### src/rnt_pkg.sv
// rnt_pkg: shared types and constants of the radius neighbor tracker
// request codes, event codes, field widths, controller to datapath command and status
// no dependencies
`timescale 1ns / 1ps
`default_nettype none

package rnt_pkg;

    localparam int MAX_ACTORS_DEF = 8;
    localparam int COORD_BITS_DEF = 16;

    localparam int REQ_W    = 2;
    localparam int SLOT_W   = 3;
    localparam int POS_W    = 16;
    localparam int RADIUS_W = 16;
    localparam int R2_W     = 2 * RADIUS_W;

    typedef enum logic [REQ_W-1:0] {
        REQ_WRITE  = 2'd0,
        REQ_REMOVE = 2'd1,
        REQ_TICK   = 2'd2
    } t_req;

    localparam logic EVT_ENTER = 1'b0;
    localparam logic EVT_LEAVE = 1'b1;

    typedef struct packed {
        logic              accept;
        logic              tick_issue;
        logic [SLOT_W-1:0] pair_obs;
        logic [SLOT_W-1:0] pair_oth;
        logic              rm_scan;
        logic              rm_phase_b;
        logic [SLOT_W-1:0] rm_idx;
        logic              flush;
        logic              rm_release;
    } t_dp_cmd;

    typedef struct packed {
        logic remove_ok;
    } t_dp_status;

endpackage

`default_nettype wire

### src/rnt_ram.sv
// rnt_ram: generic register file with one write port and two registered read ports
// no dependencies
`timescale 1ns / 1ps
`default_nettype none

module rnt_ram #(
    parameter int WIDTH = 48,
    parameter int DEPTH = 8
) (
    input  wire logic                     i_clk,
    input  wire logic                     i_wr_en,
    input  wire logic [$clog2(DEPTH)-1:0] i_wr_addr,
    input  wire logic [WIDTH-1:0]         i_wr_data,
    input  wire logic [$clog2(DEPTH)-1:0] i_rd_addr_a,
    input  wire logic [$clog2(DEPTH)-1:0] i_rd_addr_b,
    output logic      [WIDTH-1:0]         o_rd_data_a,
    output logic      [WIDTH-1:0]         o_rd_data_b
);

    logic [WIDTH-1:0] r_mem [DEPTH];

    always_ff @(posedge i_clk) begin
        if (i_wr_en) begin
            r_mem[i_wr_addr] <= i_wr_data;
        end
        o_rd_data_a <= r_mem[i_rd_addr_a];
        o_rd_data_b <= r_mem[i_rd_addr_b];
    end

endmodule

`default_nettype wire

### src/rnt_ctrl.sv
// rnt_ctrl: sequencer of the radius neighbor tracker
// walks observer/other pairs for a tick and the two scan phases of a remove
// depends on rnt_pkg
`timescale 1ns / 1ps
`default_nettype none

module rnt_ctrl #(
    parameter int MAX_ACTORS = rnt_pkg::MAX_ACTORS_DEF
) (
    input  wire logic                       i_clk,
    input  wire logic                       i_rst_n,
    input  wire logic                       i_start,
    input  wire logic [rnt_pkg::REQ_W-1:0]  i_req_type,
    input  wire rnt_pkg::t_dp_status        i_status,
    output rnt_pkg::t_dp_cmd                o_cmd,
    output logic                            o_busy
);

    import rnt_pkg::*;

    localparam int IW = $clog2(MAX_ACTORS);
    localparam logic [IW-1:0] LAST_IDX   = IW'(MAX_ACTORS - 1);
    localparam logic [1:0]    DRAIN_LAST = 2'd2;  // three pipeline stages after issue

    typedef enum logic [4:0] {
        ST_IDLE   = 5'b00001,
        ST_TICK   = 5'b00010,
        ST_DRAIN  = 5'b00100,
        ST_REMOVE = 5'b01000,
        ST_FLUSH  = 5'b10000
    } t_state;

    t_state        r_state, n_state;
    logic [IW-1:0] r_cnt_i, n_cnt_i;
    logic [IW-1:0] r_cnt_j, n_cnt_j;
    logic [1:0]    r_drain, n_drain;
    logic          r_phase_b, n_phase_b;
    logic          r_is_remove, n_is_remove;
    logic          w_accept;

    assign o_busy   = (r_state != ST_IDLE);
    assign w_accept = i_start && !o_busy;

    always_comb begin
        n_state     = r_state;
        n_cnt_i     = r_cnt_i;
        n_cnt_j     = r_cnt_j;
        n_drain     = r_drain;
        n_phase_b   = r_phase_b;
        n_is_remove = r_is_remove;

        o_cmd            = '0;
        o_cmd.accept     = w_accept;
        o_cmd.pair_obs   = SLOT_W'(r_cnt_i);
        o_cmd.pair_oth   = SLOT_W'(r_cnt_j);
        o_cmd.rm_idx     = SLOT_W'(r_cnt_j);
        o_cmd.rm_phase_b = r_phase_b;

        case (r_state)
            ST_IDLE: begin
                n_cnt_i   = '0;
                n_cnt_j   = '0;
                n_phase_b = 1'b0;
                if (w_accept) begin
                    if (i_req_type == REQ_TICK) begin
                        n_state     = ST_TICK;
                        n_is_remove = 1'b0;
                    end else if (i_req_type == REQ_REMOVE && i_status.remove_ok) begin
                        n_state     = ST_REMOVE;
                        n_is_remove = 1'b1;
                    end
                end
            end
            ST_TICK: begin
                o_cmd.tick_issue = 1'b1;
                if (r_cnt_j == LAST_IDX) begin
                    n_cnt_j = '0;
                    n_cnt_i = r_cnt_i + 1'b1;
                    if (r_cnt_i == LAST_IDX) begin
                        n_state = ST_DRAIN;
                        n_drain = '0;
                    end
                end else begin
                    n_cnt_j = r_cnt_j + 1'b1;
                end
            end
            ST_DRAIN: begin
                n_drain = r_drain + 1'b1;
                if (r_drain == DRAIN_LAST) begin
                    n_state = ST_FLUSH;
                end
            end
            ST_REMOVE: begin
                o_cmd.rm_scan = 1'b1;
                if (r_cnt_j == LAST_IDX) begin
                    n_cnt_j = '0;
                    if (r_phase_b) begin
                        n_state = ST_FLUSH;
                    end else begin
                        n_phase_b = 1'b1;
                    end
                end else begin
                    n_cnt_j = r_cnt_j + 1'b1;
                end
            end
            ST_FLUSH: begin
                o_cmd.flush      = 1'b1;
                o_cmd.rm_release = r_is_remove;
                n_state          = ST_IDLE;
            end
            default: begin
                n_state = ST_IDLE;
            end
        endcase
    end

    always_ff @(posedge i_clk) begin
        if (!i_rst_n) begin
            r_state     <= ST_IDLE;
            r_cnt_i     <= '0;
            r_cnt_j     <= '0;
            r_drain     <= '0;
            r_phase_b   <= 1'b0;
            r_is_remove <= 1'b0;
        end else begin
            r_state     <= n_state;
            r_cnt_i     <= n_cnt_i;
            r_cnt_j     <= n_cnt_j;
            r_drain     <= n_drain;
            r_phase_b   <= n_phase_b;
            r_is_remove <= n_is_remove;
        end
    end

endmodule

`default_nettype wire

### src/rnt_datapath.sv
// rnt_datapath: slot table, neighbor matrix, distance pipeline and event output
// pair pipeline: table read, difference, squares, compare and row update
// depends on rnt_pkg and rnt_ram
`timescale 1ns / 1ps
`default_nettype none

module rnt_datapath #(
    parameter int MAX_ACTORS = rnt_pkg::MAX_ACTORS_DEF,
    parameter int COORD_BITS = rnt_pkg::COORD_BITS_DEF
) (
    input  wire logic                             i_clk,
    input  wire logic                             i_rst_n,
    input  wire rnt_pkg::t_dp_cmd                 i_cmd,
    input  wire logic [rnt_pkg::REQ_W-1:0]        i_req_type,
    input  wire logic [rnt_pkg::SLOT_W-1:0]       i_slot,
    input  wire logic signed [rnt_pkg::POS_W-1:0] i_pos_x,
    input  wire logic signed [rnt_pkg::POS_W-1:0] i_pos_y,
    input  wire logic [rnt_pkg::RADIUS_W-1:0]     i_radius,
    output rnt_pkg::t_dp_status                   o_status,
    output logic                                  o_strobe,
    output logic                                  o_event_kind,
    output logic [rnt_pkg::SLOT_W-1:0]            o_observer_slot,
    output logic [rnt_pkg::SLOT_W-1:0]            o_other_slot,
    output logic                                  o_last
);

    import rnt_pkg::*;

    localparam int IW    = $clog2(MAX_ACTORS);
    localparam int CB    = COORD_BITS;
    localparam int DW    = CB + 1;
    localparam int SQW   = 2 * DW;
    localparam int SUMW  = SQW + 1;
    localparam int CW    = (SUMW > R2_W) ? SUMW : R2_W;
    localparam int ENT_W = 2 * CB + RADIUS_W;

    // slot table entry layout {x, y, radius}
    logic signed [CB-1:0] w_pos_x, w_pos_y;
    logic [ENT_W-1:0]     w_rd_a, w_rd_b;
    logic                 w_slot_in_range;
    logic [IW-1:0]        w_slot_idx;
    logic                 w_wr_en;

    logic                    r_active [MAX_ACTORS];
    logic [MAX_ACTORS-1:0]   r_rows   [MAX_ACTORS];
    logic [IW-1:0]           r_rm_slot;

    // pair pipeline
    logic [IW-1:0]        w_pi, w_pj;
    logic                 w_pair_ok;
    logic                 r_v1, r_v2, r_v3;
    logic [IW-1:0]        r_i1, r_j1, r_i2, r_j2, r_i3, r_j3;
    logic signed [DW-1:0] r_dx, r_dy;
    logic [RADIUS_W-1:0]  r_rad;
    logic signed [SQW-1:0] w_sqx, w_sqy;
    logic [SQW-1:0]       r_sqx, r_sqy;
    logic [R2_W-1:0]      r_r2;
    logic [SUMW-1:0]      w_d2;
    logic                 w_inside, w_had;

    // remove scan
    logic [IW-1:0] w_rm_idx;
    logic          w_rm_hit_a, w_rm_hit_b;

    // event stage
    logic          w_new_evt;
    logic          w_new_kind;
    logic [IW-1:0] w_new_obs, w_new_oth;
    logic          r_pend_valid;
    logic          r_pend_kind;
    logic [IW-1:0] r_pend_obs, r_pend_oth;
    logic          r_out_kind, r_out_last;
    logic [IW-1:0] r_out_obs, r_out_oth;

    generate
        if (CB <= POS_W) begin : g_pos_trunc
            assign w_pos_x = i_pos_x[CB-1:0];
            assign w_pos_y = i_pos_y[CB-1:0];
        end else begin : g_pos_ext
            // a narrower field is widened with its sign
            assign w_pos_x = {{(CB - POS_W){i_pos_x[POS_W-1]}}, i_pos_x};
            assign w_pos_y = {{(CB - POS_W){i_pos_y[POS_W-1]}}, i_pos_y};
        end
    endgenerate

    assign w_slot_in_range   = ({1'b0, i_slot} < (SLOT_W + 1)'(MAX_ACTORS));
    assign w_slot_idx        = i_slot[IW-1:0];
    assign w_wr_en           = i_cmd.accept && (i_req_type == REQ_WRITE) && w_slot_in_range;
    assign o_status.remove_ok = w_slot_in_range && r_active[w_slot_idx];

    assign w_pi = i_cmd.pair_obs[IW-1:0];
    assign w_pj = i_cmd.pair_oth[IW-1:0];
    assign w_pair_ok = i_cmd.tick_issue && r_active[w_pi] && r_active[w_pj] && (w_pi != w_pj);

    rnt_ram #(
        .WIDTH (ENT_W),
        .DEPTH (MAX_ACTORS)
    ) u_table (
        .i_clk       (i_clk),
        .i_wr_en     (w_wr_en),
        .i_wr_addr   (w_slot_idx),
        .i_wr_data   ({w_pos_x, w_pos_y, i_radius}),
        .i_rd_addr_a (w_pi),
        .i_rd_addr_b (w_pj),
        .o_rd_data_a (w_rd_a),
        .o_rd_data_b (w_rd_b)
    );

    assign w_sqx = r_dx * r_dx;
    assign w_sqy = r_dy * r_dy;
    assign w_d2  = {1'b0, r_sqx} + {1'b0, r_sqy};
    assign w_inside = (CW'(w_d2) <= CW'(r_r2));
    assign w_had    = r_rows[r_i3][r_j3];

    assign w_rm_idx   = i_cmd.rm_idx[IW-1:0];
    assign w_rm_hit_a = i_cmd.rm_scan && !i_cmd.rm_phase_b && (w_rm_idx != r_rm_slot)
                        && r_rows[w_rm_idx][r_rm_slot];
    assign w_rm_hit_b = i_cmd.rm_scan && i_cmd.rm_phase_b && r_rows[r_rm_slot][w_rm_idx];

    always_comb begin
        w_new_evt  = 1'b0;
        w_new_kind = EVT_LEAVE;
        w_new_obs  = r_i3;
        w_new_oth  = r_j3;
        if (r_v3 && (w_inside != w_had)) begin
            w_new_evt  = 1'b1;
            w_new_kind = w_had ? EVT_LEAVE : EVT_ENTER;
        end else if (w_rm_hit_a) begin
            w_new_evt = 1'b1;
            w_new_obs = w_rm_idx;
            w_new_oth = r_rm_slot;
        end else if (w_rm_hit_b) begin
            w_new_evt = 1'b1;
            w_new_obs = r_rm_slot;
            w_new_oth = w_rm_idx;
        end
    end

    // slot state and neighbor matrix
    always_ff @(posedge i_clk) begin
        if (!i_rst_n) begin
            for (int k = 0; k < MAX_ACTORS; k++) begin
                r_active[k] <= 1'b0;
                r_rows[k]   <= '0;
            end
        end else begin
            if (w_wr_en) begin
                if (!r_active[w_slot_idx]) begin
                    r_rows[w_slot_idx] <= '0;
                end
                r_active[w_slot_idx] <= 1'b1;
            end
            if (r_v3) begin
                r_rows[r_i3][r_j3] <= w_inside;
            end
            if (w_rm_hit_a) begin
                r_rows[w_rm_idx][r_rm_slot] <= 1'b0;
            end
            if (i_cmd.rm_release) begin
                r_rows[r_rm_slot]   <= '0;
                r_active[r_rm_slot] <= 1'b0;
            end
        end
    end

    // pipeline and event control
    always_ff @(posedge i_clk) begin
        if (!i_rst_n) begin
            r_v1         <= 1'b0;
            r_v2         <= 1'b0;
            r_v3         <= 1'b0;
            r_pend_valid <= 1'b0;
            o_strobe     <= 1'b0;
        end else begin
            r_v1     <= w_pair_ok;
            r_v2     <= r_v1;
            r_v3     <= r_v2;
            o_strobe <= r_pend_valid && (w_new_evt || i_cmd.flush);
            if (w_new_evt) begin
                r_pend_valid <= 1'b1;
            end else if (i_cmd.flush) begin
                r_pend_valid <= 1'b0;
            end
        end
    end

    // payload
    always_ff @(posedge i_clk) begin
        if (i_cmd.accept) begin
            r_rm_slot <= w_slot_idx;
        end
        r_i1  <= w_pi;
        r_j1  <= w_pj;
        r_i2  <= r_i1;
        r_j2  <= r_j1;
        r_i3  <= r_i2;
        r_j3  <= r_j2;
        r_dx  <= $signed({w_rd_a[ENT_W-1], w_rd_a[ENT_W-1 -: CB]})
               - $signed({w_rd_b[ENT_W-1], w_rd_b[ENT_W-1 -: CB]});
        r_dy  <= $signed({w_rd_a[RADIUS_W+CB-1], w_rd_a[RADIUS_W+CB-1 -: CB]})
               - $signed({w_rd_b[RADIUS_W+CB-1], w_rd_b[RADIUS_W+CB-1 -: CB]});
        r_rad <= w_rd_a[RADIUS_W-1:0];
        r_sqx <= w_sqx;
        r_sqy <= w_sqy;
        r_r2  <= R2_W'(r_rad) * R2_W'(r_rad);
        if (w_new_evt) begin
            r_pend_kind <= w_new_kind;
            r_pend_obs  <= w_new_obs;
            r_pend_oth  <= w_new_oth;
        end
        // the held word goes out once the next one shows up or the item ends
        if (w_new_evt || i_cmd.flush) begin
            r_out_kind <= r_pend_kind;
            r_out_obs  <= r_pend_obs;
            r_out_oth  <= r_pend_oth;
            r_out_last <= !w_new_evt;
        end
    end

    assign o_event_kind    = r_out_kind;
    assign o_observer_slot = SLOT_W'(r_out_obs);
    assign o_other_slot    = SLOT_W'(r_out_oth);
    assign o_last          = r_out_last;

endmodule

`default_nettype wire

### src/radius_neighbor_tracker.sv
// radius_neighbor_tracker: top level, sequencer plus datapath
// depends on rnt_pkg, rnt_ctrl, rnt_datapath
//
// Usage: a request word (write, remove or tick) is taken at a rising edge with
// start high and busy low. Event words come out on o_event_kind,
// o_observer_slot and o_other_slot, each for one cycle with o_strobe high;
// o_last marks the final word of a request. The receiver cannot stall the
// block, so every strobed word must be captured when it appears.
// Write: busy stays low, no events.
// Remove of an active slot: busy for two scans over the neighbor matrix, one
// slot a cycle, then a flush; up to 2*(MAX_ACTORS-1) events, the last one the
// cycle busy drops.
// Tick: one pair enters the distance pipeline per cycle, the pipeline is three
// stages deep, then a flush. Events come out in pair order; each word is held
// until the next one is known, so the final word appears the cycle busy drops.
// Reset (i_rst_n low, synchronous) deactivates every slot, clears all
// neighbor bits and drops any pending events.
`timescale 1ns / 1ps
`default_nettype none

module radius_neighbor_tracker #(
    parameter int MAX_ACTORS = rnt_pkg::MAX_ACTORS_DEF,
    parameter int COORD_BITS = rnt_pkg::COORD_BITS_DEF
) (
    input  wire logic                             i_clk,
    input  wire logic                             i_rst_n,
    input  wire logic                             start,
    output logic                                  busy,
    input  wire logic [rnt_pkg::REQ_W-1:0]        i_req_type,
    input  wire logic [rnt_pkg::SLOT_W-1:0]       i_slot,
    input  wire logic signed [rnt_pkg::POS_W-1:0] i_pos_x,
    input  wire logic signed [rnt_pkg::POS_W-1:0] i_pos_y,
    input  wire logic [rnt_pkg::RADIUS_W-1:0]     i_radius,
    output logic                                  o_strobe,
    output logic                                  o_event_kind,
    output logic [rnt_pkg::SLOT_W-1:0]            o_observer_slot,
    output logic [rnt_pkg::SLOT_W-1:0]            o_other_slot,
    output logic                                  o_last
);

    import rnt_pkg::*;

    t_dp_cmd    w_cmd;
    t_dp_status w_status;

    rnt_ctrl #(
        .MAX_ACTORS (MAX_ACTORS)
    ) u_ctrl (
        .i_clk      (i_clk),
        .i_rst_n    (i_rst_n),
        .i_start    (start),
        .i_req_type (i_req_type),
        .i_status   (w_status),
        .o_cmd      (w_cmd),
        .o_busy     (busy)
    );

    rnt_datapath #(
        .MAX_ACTORS (MAX_ACTORS),
        .COORD_BITS (COORD_BITS)
    ) u_dp (
        .i_clk           (i_clk),
        .i_rst_n         (i_rst_n),
        .i_cmd           (w_cmd),
        .i_req_type      (i_req_type),
        .i_slot          (i_slot),
        .i_pos_x         (i_pos_x),
        .i_pos_y         (i_pos_y),
        .i_radius        (i_radius),
        .o_status        (w_status),
        .o_strobe        (o_strobe),
        .o_event_kind    (o_event_kind),
        .o_observer_slot (o_observer_slot),
        .o_other_slot    (o_other_slot),
        .o_last          (o_last)
    );

endmodule

`default_nettype wire

### config.mk
export PLATFORM = sky130hd
export DESIGN_NAME = radius_neighbor_tracker
export DESIGN_NICKNAME = d
export VERILOG_FILES = /design/src/rnt_pkg.sv /design/src/rnt_ram.sv /design/src/rnt_ctrl.sv /design/src/rnt_datapath.sv /design/src/radius_neighbor_tracker.sv
export SDC_FILE = /design/constraint.sdc
export NUM_CORES = 2
export LEC_CHECK = 0
export ABC_CLOCK_PERIOD_IN_PS = 8900
export BUFFER_PORTS_ARGS = -buffer_cell sky130_fd_sc_hd__buf_2
export CAP_MARGIN = 20
export CELL_PAD_IN_SITES_DETAIL_PLACEMENT = 1
export CELL_PAD_IN_SITES_GLOBAL_PLACEMENT = 1
export CORE_UTILIZATION = 54
export DETAILED_ROUTE_END_ITERATION = 8
export GPL_TIMING_DRIVEN = 0
export PLACE_DENSITY = 0.91
export SLEW_MARGIN = 10
export SYNTH_ARGS = -nofsm -noshare
export SYNTH_HDL_FRONTEND = slang
export SYNTH_SLANG_ARGS = --single-unit
### constraint.sdc
create_clock -name i_clk -period 8.9 [get_ports i_clk]
set_clock_uncertainty 0.2 [all_clocks]
set_input_delay 0.89 -clock i_clk [delete_from_list [all_inputs] [get_ports i_clk]]
set_output_delay 0.89 -clock i_clk [all_outputs]
set_load 0.01 [all_outputs]
**Word level (Yosys, flattened, before mapping)**

Memory sizes are Yosys's and may differ from the RTL's. A register that Yosys moved wholly into a read port is not among the register bits.
Index checks and enable logic that the tools add are counted.

- Equality and inequality tests: 23
- $lt $le $gt $ge: 6
- Mux-type cells: 88
- $add $sub $neg: 6
- Multipliers: 3
- Bitwise gates (word level): 48
- Reductions and logical operators: 38

Operators with widths:

| kind | number |
|---|---|
| $mux 8 | 9 |
| $mul 17x17->34 | 2 |
| $mux 3 | 21 |
| $mux 5 | 8 |
| $mux 1 | 37 |
| $add 34x34->35 | 1 |
| $le 35x32->1 | 1 |
| $sub 16x16->17 | 2 |
| $and 1x1->1 | 32 |
| $mul 16x16->32 | 1 |
| $reduce_or 8->1 | 4 |
| $pmux 5 s4 | 1 |
| $not 1->1 | 16 |
| $logic_and 1x1->1 | 15 |
| $lt 3x4->1 const B | 3 |
| $ne 2x1->1 const B | 6 |
| $pmux 3 s2 | 2 |
| $reduce_bool 2->1 | 6 |
| $bmux 1 s3 | 3 |
| $reduce_and 7->1 | 1 |
| $add 3x1->3 const B | 2 |
| $demux 1 s3 | 2 |
| $eq 3x3->1 | 2 |
| $eq 3x3->1 const B | 2 |
| other kinds (23) | 33 |

- Register bits: 206
- Output and inout bits: 10
- Word-level logic and storage cells: 246
- Memory bits (writable): 456
- Memories: 3

Memory list:

| memory | words | width | read ports | clocked after Yosys merged registers in | wr ports | line | RTL |
|---|---|---|---|---|---|---|---|
| u_dp.u_table.r_mem | 8 | 48 | 2 | 2 | 1 | rnt_ram.sv:20 | `logic [WIDTH-1:0] r_mem [DEPTH];` |
| u_dp.r_rows | 8 | 8 | 3 | 3 | 8 | rnt_datapath.sv:45 | `logic [MAX_ACTORS-1:0] r_rows [MAX_ACTORS];` |
| u_dp.r_active | 8 | 1 | 3 | 2 | 8 | rnt_datapath.sv:44 | `logic r_active [MAX_ACTORS];` |

**Logic depth before layout (Yosys ltp)**

- Word-level depth: 14
- Depth in mapped cells: 26
- Depth with buffers taken out: 25

**By module**

Synthesis repeated with hierarchy kept, for this count alone.

- Cell total of the unflattened synthesis: 5316
- Area total of the unflattened synthesis: 61202.4 um2

Modules (own cells, without submodules):

| module | area an instance (um2) | times used | cells an instance | seq. area each (um2) |
|---|---|---|---|---|
| rnt_datapath | 40806.6 | 1 | 4382 | 5445.2 |
| rnt_ram | 19522.5 | 1 | 835 | 13452.9 |
| rnt_ctrl | 873.3 | 1 | 99 | 300.3 |

**Worst setup path after synthesis**

No wires, ideal clock.

- Path type: register to register
- Start: register u_dp.r_dx[5]
- End: register u_dp.r_sqx[31]
- Stages on the path, launching flop included: 24
- Arrival: 6269 ps
- Setup slack: 2373 ps
- Buffers on the path: 2
- Cells stage by stage: dfxtp_1 clkbuf_1 clkbuf_1 nand2_1 fa_1 fa_1 fa_1 inv_1 fa_1 fa_1 inv_1 fa_1 inv_1 ha_1 a21o_1 a21o_1 a21o_1 a21oi_1 o21ai_0 a21oi_1 o21bai_1 a221o_1 nor4b_1 a211o_1

- Word-level cells in the longest chain between the ends: 1

Ends and longest elaborated chain:

| element | line | RTL |
|---|---|---|
| start, declared | rnt_datapath.sv:53 | `logic signed [DW-1:0] r_dx, r_dy;` |
| start signal, assigned | rnt_datapath.sv:198 | `r_dx <= $signed({w_rd_a[ENT_W-1], w_rd_a[ENT_W-1 -: CB]})` |
| $mul 17x17->34 | rnt_datapath.sv:109 | `assign w_sqx = r_dx * r_dx;` |
| named net u_dp.w_sqx[31] | rnt_datapath.sv:55 | `logic signed [SQW-1:0] w_sqx, w_sqy;` |
| end signal, assigned | rnt_datapath.sv:203 | `r_sqx <= w_sqx;` |
| end, declared | rnt_datapath.sv:56 | `logic [SQW-1:0] r_sqx, r_sqy;` |

The timed path passes the listed nets, and every way through them passes these cells.
A chain may end at the register's enable or synchronous reset.

**Final worst setup path**

- Start: register u_dp.r_dy[5]
- End: register u_dp.r_sqy[33]

- Word-level cells in the longest chain between the ends: 1

Ends and longest elaborated chain:

| element | line | RTL |
|---|---|---|
| start, declared | rnt_datapath.sv:53 |  |
| start signal, assigned | rnt_datapath.sv:200 | `r_dy <= $signed({w_rd_a[RADIUS_W+CB-1], w_rd_a[RADIUS_W+CB-1 -: CB]})` |
| $mul 17x17->34 | rnt_datapath.sv:110 | `assign w_sqy = r_dy * r_dy;` |
| named net u_dp.w_sqy[33] | rnt_datapath.sv:55 |  |
| end signal, assigned | rnt_datapath.sv:204 | `r_sqy <= w_sqy;` |
| end, declared | rnt_datapath.sv:56 |  |

The timed path passes the listed nets, and every way through them passes these cells.

==> metrics.csv <==
stage;metric;value;unit
global_route;grt_pass1_vias;51200;
yosys;synth-seq-cells;748;
setup_path;slowest_delay;0.75;ns
yosys;ys_async_sr_fraction;0;%
finish;nFillCells;11200;
clock_network;cts_resized;0;
drt;dr.pass1.iters;6;
setup_path;r2r_setup_slack;-0.23;ns
floorplan;rows;121;
timing;rsz0062_at_grt;no;
yosys;syn_area_per_cell;11.5;um2
drt;viasPerCell;6.61;
finish;syn_to_final_growth;9.23;%
clock_network;holdBufCountCts;0;
timing;worst_slack;-0.225;ns
setup_path;critPathArrivalTime;9.54;ns
finish;drive_above_1_share;10.7;%
drt;wl_per_cell;31.5;um
setup_path;cp-start-kind;register;
setup_path;critical_path.cell_chain;clkbuf_1, clkbuf_1, nand2_1, fa_1, inv_1, fa_1, fa_1, fa_1, fa_1, inv_1, fa_1, inv_1, ha_1, a21o_1, a21o_1, a21o_1, a2111oi_0, nand3_1, a32oi_1, a21oi_1, a21o_1, a21oi_1, xnor2_1;
yosys;synth_top_cell_by_area;edfxtp_1;
setup_path;critPathKind;reg2reg;
timing;holdWs;0.134;ns
timing;fmax;0.110;GHz
finish;final_cells;6857;
global_route;grt_start_max_net_pins;23;
floorplan;die-area;111000;um2
yosys;synth.area.top_cells;edfxtp_1 24%, fa_1 23%, dfxtp_1 9.5%;
drt;antenna_left;0;
worst_hold_path;whs_path_depth;0;
floorplan;coreArea;109000;um2
place;dp_hpwl;146;mm
clock_network;clk-insertion-delay-late;0.71;ns
floorplan;initial_utilization;54.6;%
drt;vias;45300;
yosys;synth_flop_cell;edfxtp_1;
timing;drv_slew;0;
place;placedCellCount;6677;
timing;setup_violations;1;
setup_path;rr_worst_depth;23;
worst_hold_path;hold-path-endpoint;u_dp.r_rad[11];
clock_network;numCtsBuffers;79;
global_route;grt_antenna_before_repair;25;
yosys;syn-num-nets;6308;
clock_network;clockRootBuffer;clkbuf_16;
floorplan;dieHeight;334;um
timing;post-route-period-util;103;%
finish;layout_common_cells;1001 x inv_1, 696 x fa_1, 466 x edfxtp_1;
place;io_buffers;65;
finish;final_nets;6492;
timing;min_period;9.13;ns
floorplan;ios;66;
run;cap_violations;0;
global_route;grt_use_total;38.8;%
setup_path;slowest_stage;clkbuf_1;
timing;final_hold_viol_count;0;
worst_hold_path;holdCritStartpoint;u_dp.u_table.o_rd_data_a[11];
setup_path;cp_max_fo;10;
drt;drc;0;
setup_path;path_buf_inv;5;
yosys;yosysWarnings;0;
clock_network;clkSinkCount;748;
setup_path;crit_path_end_kind;register;
run_status;violations;setup timing;
timing;tightestPinTransition;1.32;ns
clock_network;clk_pin_slew;0.08;ns
clock_network;cts_tree;yes;
setup_path;critPathMostFrequentCell;fa_1;
setup_path;cpLargestDelayFamily;adder cells;
clock_network;cts-htree-levels;3;
setup_path;cp.required;9.32;ns
worst_hold_path;holdCritPathClass;reg2reg;
drt;drt_iter0_drc;4984;
drt;wirelength;216;mm
yosys;seq_area_frac_synth;33.0;%
finish;layout_commonest_cell;inv_1;
yosys;synth_enable_flop_cells;466;
floorplan;die_x;334;um
clock_network;clockBufferDepth;3;
timing;maxSlewHeadroom;12.2;%
clock_network;post-cts-setup-buffer-count;0;
yosys;syn_area;59500;um2
place;place.gp.congestion;0.988;
yosys;syn_inst;5170;
run_status;status;finished with violations;
global_route;grt-ovfl-total;0;
setup_path;regToRegEndpoint;u_dp.r_sqy[33];
global_route;grt_pass1_wl;320;mm
yosys;yosys.cell_types.count;80;
yosys;synth_top_cell_area_share;23.5;%
setup_path;r2r_start;u_dp.r_dy[5];
-- registers in the layout (all words and copies together), names as in the netlist, 5 cells and up, named ones only --
signal	count
u_dp.u_table.r_mem	384
u_dp.r_rows	64
u_dp.u_table.o_rd_data_a	48
u_dp.r_sqx	33
u_dp.r_sqy	33
u_dp.u_table.o_rd_data_b	32
u_dp.r_r2	31
u_dp.r_dx	17
u_dp.r_dy	17
u_dp.r_rad	16
u_dp.r_active	8
u_ctrl.r_state	5
-- logic make-up after synthesis --
group	count (synthesis)	share of synthesized area, %
buffers and inverters	1196	7.57
adder cells (fa/ha/maj)	1082	31.5
AND/OR/NAND/NOR	1062	8.78
flip-flops	748	33.0
AO/OA/AOI/OAI	583	6.70
multiplexers	318	9.73
XOR/XNOR	181	2.66
-- how the worst max path moves through the flow --
stage / startpoint / end / depth (start not counted)
floorplan: u_dp.r_dx[5] / u_dp.r_sqx[31] / 23
global placement: u_ctrl.r_state[2] / u_dp.u_table.r_mem[0][41] / 6
detailed placement: u_dp.r_dx[4] / u_dp.r_sqx[32] / 22
CTS: u_dp.r_dy[2] / u_dp.r_sqy[33] / 23
global route: u_dp.r_dy[5] / u_dp.r_sqy[33] / 23
finish: u_dp.r_dy[5] / u_dp.r_sqy[33] / 23
-- synth_stat cells (8+ instances only) --
master and number:
a2111oi_0 8, o21bai_1 21, nand2b_1 40, inv_1 1001, a21oi_1 137, mux2_2 88, a21o_1 71, nand3_1 56
nor2_1 210, and3_1 26, nand3b_1 11, ha_1 386, or2_2 12, o21a_1 19, a31o_2 13, nor3_1 71
o211ai_1 12, mux2i_1 27, a211oi_1 17, buf_2 13, a22oi_1 14, xnor2_1 142, and2_1 167, nor2b_1 63
nand2_1 336, mux4_2 197, a211o_1 11, nor3b_1 8, nand4_1 17, o21ai_0 97, edfxtp_1 466, xor2_1 39
or3_1 18, clkbuf_1 157, a21boi_0 15, buf_1 24, dfxtp_1 282, fa_1 696, o221ai_1 66, a31oi_1 21
-- worst reg2reg max path, stage by stage, from the launching register on --
cell and delay, ns:
dfxtp_1 0.48, clkbuf_1 0.60, clkbuf_1 0.75, nand2_1 0.28
fa_1 0.61, inv_1 0.10, fa_1 0.59, fa_1 0.50
fa_1 0.48, fa_1 0.55, inv_1 0.07, fa_1 0.49
inv_1 0.05, ha_1 0.38, a21o_1 0.23, a21o_1 0.21
a21o_1 0.22, a2111oi_0 0.60, nand3_1 0.30, a32oi_1 0.47
a21oi_1 0.22, a21o_1 0.23, a21oi_1 0.26, xnor2_1 0.19
-- metrics by stage --
step                util [%]  TNS [ns]  cell area, um2  worst slack [ns]
global route            59.6         0           65000            0.0261
detailed placement      56.9         0           62100             0.748
CTS                     59.4         0           64800             0.212
floorplan                  -         0           59500              2.37
finish                  59.6    -0.225           65000            -0.225
global placement        56.5   -101.52           61600             -1.09
-- area by class of cell --
class / instances / area (um2) / area share [%]
flip-flops and latches: 748 / 19600 / 30.2
clock inverters: 39 / 514 / 0.791
inverters: 1002 / 3760 / 5.79
diodes: 22 / 55.1 / 0.0847
clock buffers: 109 / 2200 / 3.38
multi-input cells: 3226 / 35400 / 54.5
repair buffers: 103 / 886 / 1.36
plain buffers: 194 / 749 / 1.15
well taps: 1414 / 1770 / 2.72
-- per-layer routing --
| metal | GRT usage [%] | share of wire [%] | routed length, um |
|---|---|---|---|
| met1 | 42.8 | 33 | 71000 |
| met4 | 29.4 | 9.1 | 19600 |
| met3 | 10.1 | 9.7 | 21000 |
| met2 | 64.5 | 48 | 104000 |
| met5 | 0 | 0.044 | 96 |
Power is not shown: default switching activity piles up to over one toggle a cycle in this logic, so the estimate is an artifact.
